## src/design/qrs_sqrt_cell.sv

```systemverilog
module qrs_sqrt_cell #(
    parameter int unsigned ROOT_W = 33,
    parameter int unsigned SIDE_W = 8
) (
    input  logic                  clk,
    input  logic                  rst_n,
    input  logic                  en,
    input  logic                  in_valid,
    input  logic [2*ROOT_W-1:0]   in_rad,
    input  logic [ROOT_W-1:0]     in_root,
    input  logic [ROOT_W+1:0]     in_rem,
    input  logic [SIDE_W-1:0]     in_side,
    output logic                  out_valid,
    output logic [2*ROOT_W-1:0]   out_rad,
    output logic [ROOT_W-1:0]     out_root,
    output logic [ROOT_W+1:0]     out_rem,
    output logic [SIDE_W-1:0]     out_side
);

    localparam int unsigned RAD_W = 2 * ROOT_W;
    localparam int unsigned WORK_W = ROOT_W + 4;

    logic                valid_reg;
    logic [RAD_W-1:0]    rad_reg;
    logic [ROOT_W-1:0]   root_reg;
    logic [ROOT_W+1:0]   rem_reg;
    logic [SIDE_W-1:0]   side_reg;

    logic [WORK_W-1:0]   rem_shift;
    logic [WORK_W-1:0]   trial;
    logic                take;
    logic [RAD_W-1:0]    rad_next;
    logic [ROOT_W-1:0]   root_next;
    logic [ROOT_W+1:0]   rem_next;
    logic [WORK_W-1:0]   rem_diff;

    // One root bit per cell: bring down the next two radicand bits and try 4r+1.
    always_comb
    begin
        rem_shift = {in_rem, in_rad[RAD_W-1 -: 2]};
        trial     = {2'b00, in_root, 2'b01};
        take      = (rem_shift >= trial);
        rem_diff  = rem_shift - trial;
        rem_next  = take ? rem_diff[ROOT_W+1:0] : rem_shift[ROOT_W+1:0];
        root_next = {in_root[ROOT_W-2:0], take};
        rad_next  = {in_rad[RAD_W-3:0], 2'b00};
    end

    always_ff @(posedge clk or negedge rst_n)
    begin
        if (!rst_n)
        begin
            valid_reg <= 1'b0;
        end
        else if (en)
        begin
            valid_reg <= in_valid;
        end
    end

    always_ff @(posedge clk)
    begin
        if (en)
        begin
            rad_reg  <= rad_next;
            root_reg <= root_next;
            rem_reg  <= rem_next;
            side_reg <= in_side;
        end
    end

    assign out_valid = valid_reg;
    assign out_rad   = rad_reg;
    assign out_root  = root_reg;
    assign out_rem   = rem_reg;
    assign out_side  = side_reg;

endmodule

```

## config.mk

```make
export PLATFORM = sky130hd
export DESIGN_NAME = qrs_sqrt_cell
export DESIGN_NICKNAME = d
export VERILOG_FILES = /design/src/design/qrs_sqrt_cell.sv
export SDC_FILE = /design/constraint.sdc
export NUM_CORES = 1
export LEC_CHECK = 0
export BUFFER_PORTS_ARGS = -buffer_cell sky130_fd_sc_hd__buf_2
export CAP_MARGIN = 20
export CORE_ASPECT_RATIO = 1.4
export CORE_MARGIN = 2
export CORE_UTILIZATION = 48
export CTS_BUF_LIST = sky130_fd_sc_hd__clkbuf_4 sky130_fd_sc_hd__clkbuf_8 sky130_fd_sc_hd__clkbuf_16
export DETAILED_ROUTE_END_ITERATION = 8
export HOLD_SLACK_MARGIN = 0.08
export PLACE_DENSITY = 0.87
export RECOVER_POWER = 50
export SLEW_MARGIN = 20
export SYNTH_ARGS = -nofsm -noshare
export SYNTH_HDL_FRONTEND = slang
export SYNTH_SLANG_ARGS = --single-unit
```

## constraint.sdc

```tcl
create_clock -name clk -period 0.9 [get_ports clk]
set_clock_uncertainty 0.1 [all_clocks]
set_input_delay 0.045 -clock clk [delete_from_list [all_inputs] [get_ports clk]]
set_output_delay 0.045 -clock clk [all_outputs]
set_load 0.005 [all_outputs]
```

==> out/metrics.cfg <==
[place]
gp_congestion=0.907
place_area_sq_um=9540
io_buffers=286
post-dp-hpwl_mm=15.6

[synthesis]
synth_top_family_by_area=compound AO/OA/AOI/OAI gates
avgSynthCellArea_sq_um=13.9
ys_warn_count=0
synth_commonest_cells=edfxtp_1, inv_1, ha_1
syn_inst=498
synth_area_leader_cell=edfxtp_1
synthArstFlopShare_pct=0.709
yosysSeqAreaShare_pct=61.3
synth_edf_count=140
netlist_area_sq_um=6900
yosys.area_share.simple_pct=6.14
synthAdderAreaFrac_pct=6.34
synth_compound_area_share_pct=10.8
synth_cell_types=58
synth-xor-area-share_pct=4.19
synth.mux.area_fraction_pct=7.01
ys_ff_latch=141
synth_top_area_share_pct=60.9
synth_ff_type=edfxtp_1
synth_area_leaders=edfxtp_1, ha_1, mux2_4
synth_most_common_cell=edfxtp_1

[sta]
rsz0062_at_grt=yes
final-setup-viol-count=186
hold_ws_ns=-0.137
finalHoldViolCount=17
tightest_slew_ns=0.523
drv_slew=0
period_minus_slack_ns=2.57
slew_headroom_pct=65.1
worst_slack_ns=-1.67
max_freq_mhz=389
fin_crit_sh_pct=286

[die]
fp.dieArea_sq_um=15400
die_w_um=105
core_sq_um=14000
rows=51
pin_count=289
start_util_pct=49.4
die_h_um=146

[clocking]
cts_hold_buf=120
cts_root_buf=clkbuf_16
clk_path_buf_depth=2
htree_num_levels=4
insertion_delay_ns=0.42
numCtsBuffers=17
cts_tree=built
cts_num_sinks=141
clk_pin_slew_ns=0.06

[worst_setup_path]
required_ns=0.97
crit_path_max_fanout=3
ff2ff_setup_slack_ns=0.05
reg2reg_to=out_valid
cp-start-kind=input port
r2r_cells=1
worstReg2RegStart=out_valid
worstSetupEndpointType=register
crit_type=input port to register
critPathArrivalTime_ns=2.64

[final_layout]
nets=1231
area_delta_synth_final_pct=73.7
seq_area_sq_um=4230
nFillCells=635
multiInputGateArea_sq_um=2770
postLayoutCellArea_sq_um=12000
drive_gt1_share_pct=51.9

[min_path]
worstHoldPathType=input port to register
min-delay-start=in_rem[30]
worst_hold_path.endpoint=out_rem[32]
holdPathStages=2

[drt]
top_layer=met5
wl_met3_mm=2.54
wl_met1_mm=9.65
wl_per_cell_um=23.8
vias=7114
wirelength_mm=29.7
dr.pass1.iters=7
post-route-drc-count=0
wl_met2_mm=15.2
drtAntennaViolNets=0
viasPerCell=5.69
drtIter0Drc=783

[grt]
grt_max_degree=48
grt_pass1_vias=7344
grtUsageTotal_pct=35.6
grt_overflow_total=0
grt_pass1_wl_mm=41.4
antenna_found_initial=3

[run]
cap_violations=0

[run_status]
status=complete, but fails checks
violations=negative hold slack, negative setup slack

[power_and_ir_drop]
power_per_cell_area_nw_per_um2=1830
leakage_uw=0.00553
irDropWorstVdd_uv=1500
p_total_uw=22000

==> through the flow <==
step           hold slack, ns  worst slack (ns)  std cells  TNS, ns  util, %
4_1_cts                -0.149             -1.47       1242   -74.36     84.6
6_report               -0.137             -1.67       1250   -82.21     85.8
5_1_grt                -0.143             -1.74       1250   -88.07     85.8
3_5_place_dp           -0.277             -1.98       1070   -68.20     68.3
2_1_floorplan          -0.351             -1.62        499   -55.91        -
3_3_place_gp           -0.280             -1.90       1070   -66.09     68.3
==> how the worst max path moves through the flow <==
stage                      startpoint          end  slack, ns  cells after the start
after floorplan           in_root[23]  out_rem[10]      -1.62                     11
after global placement     in_root[0]   out_rem[2]      -1.90                     12
after detailed placement   in_root[0]   out_rem[5]      -1.98                     12
after CTS                  in_root[0]  out_rem[12]      -1.47                     13
after global routing      in_root[15]  out_rem[22]      -1.74                     12
final                      in_root[7]  out_rem[22]      -1.67                     12
==> logic make-up (layout without fill, tap and decap cells) <==
logic type                 count (synthesis)  after routing
DFF                                      141            141
AOI/OAI and AO/OA                        107            107
and+or+nand+nor                           87             87
buffers and inverters                     59            623
adders and majority gates                 35             35
muxes                                     35             35
xor gates and xnor gates                  33             33
other                                      1              4
==> flip-flops by register name (all words and copies together), names as in the netlist <==
name / count
out_rad: 64
out_rem: 35
out_root: 33
out_side: 8
out_valid: 1
==> placed cells by master, fill, tap and decap left out, drive strengths merged, types with 8 or more instances in the layout <==
| cell | netlist | layout |
|---|---|---|
| inv | 41 | 47 |
| nand3 | 9 | 9 |
| edfxtp | 140 | 140 |
| a21oi | 30 | 30 |
| a21o | 26 | 26 |
| ha | 35 | 35 |
| dlygate4sd3 | 0 | 120 |
| mux2 | 32 | 32 |
| nor2 | 22 | 22 |
| buf | 8 | 426 |
| xnor2 | 19 | 19 |
| clkbuf | 10 | 23 |
| nand4 | 8 | 8 |
| nand2 | 25 | 25 |
| o21ai | 13 | 13 |
| xor2 | 14 | 14 |
==> routing by layer <==
metal / global-route usage [%] / vias up
met4: 20.9 / 2
met2: 65.2 / 598
met5: 0 / -
met3: 9.36 / 185
li1: - / 2990
met1: 35.6 / 3339
==> power breakdown <==
group / leakage (uW) / switching (uW) / internal, uW
combinational: 0.00384 / 2710 / 3090
clock: 0.000314 / 3080 / 4790
sequential: 0.00138 / 234 / 8050
total: 0.00553 / 6020 / 15900
==> cell type report <==
class,count,area share (%)
clock inverters,13,1.69
inverters,41,1.51
diodes,2,0.0417
well taps,185,1.93
clock buffers,19,3.67
multi-input cells,299,23.1
flip-flops and latches,141,35.3
repair buffers,550,32.7
==> repair_timing <==
| action | CTS | global route |
|---|---|---|
| endpoints found under the setup margin | 177 | 177 |
| resized for setup | 49 | 29 |
| hold endpoints to repair | 280 | 161 |
| gates cloned | 2 | 1 |
| setup buffers | 18 | 5 |
| pin swaps | 11 | 16 |
==> critical path: stages <==
cell and delay (ns):
buf_2 0.13, inv_2 0.06, ha_4 0.25, a21oi_1 0.29, o22ai_1 0.17, a211oi_2 0.31, o221ai_2 0.22, buf_4 0.20
o21ai_0 0.32, a21oi_1 0.16, xor2_1 0.19, mux2_4 0.28
Note: power is estimated with default switching activity, not from simulation.
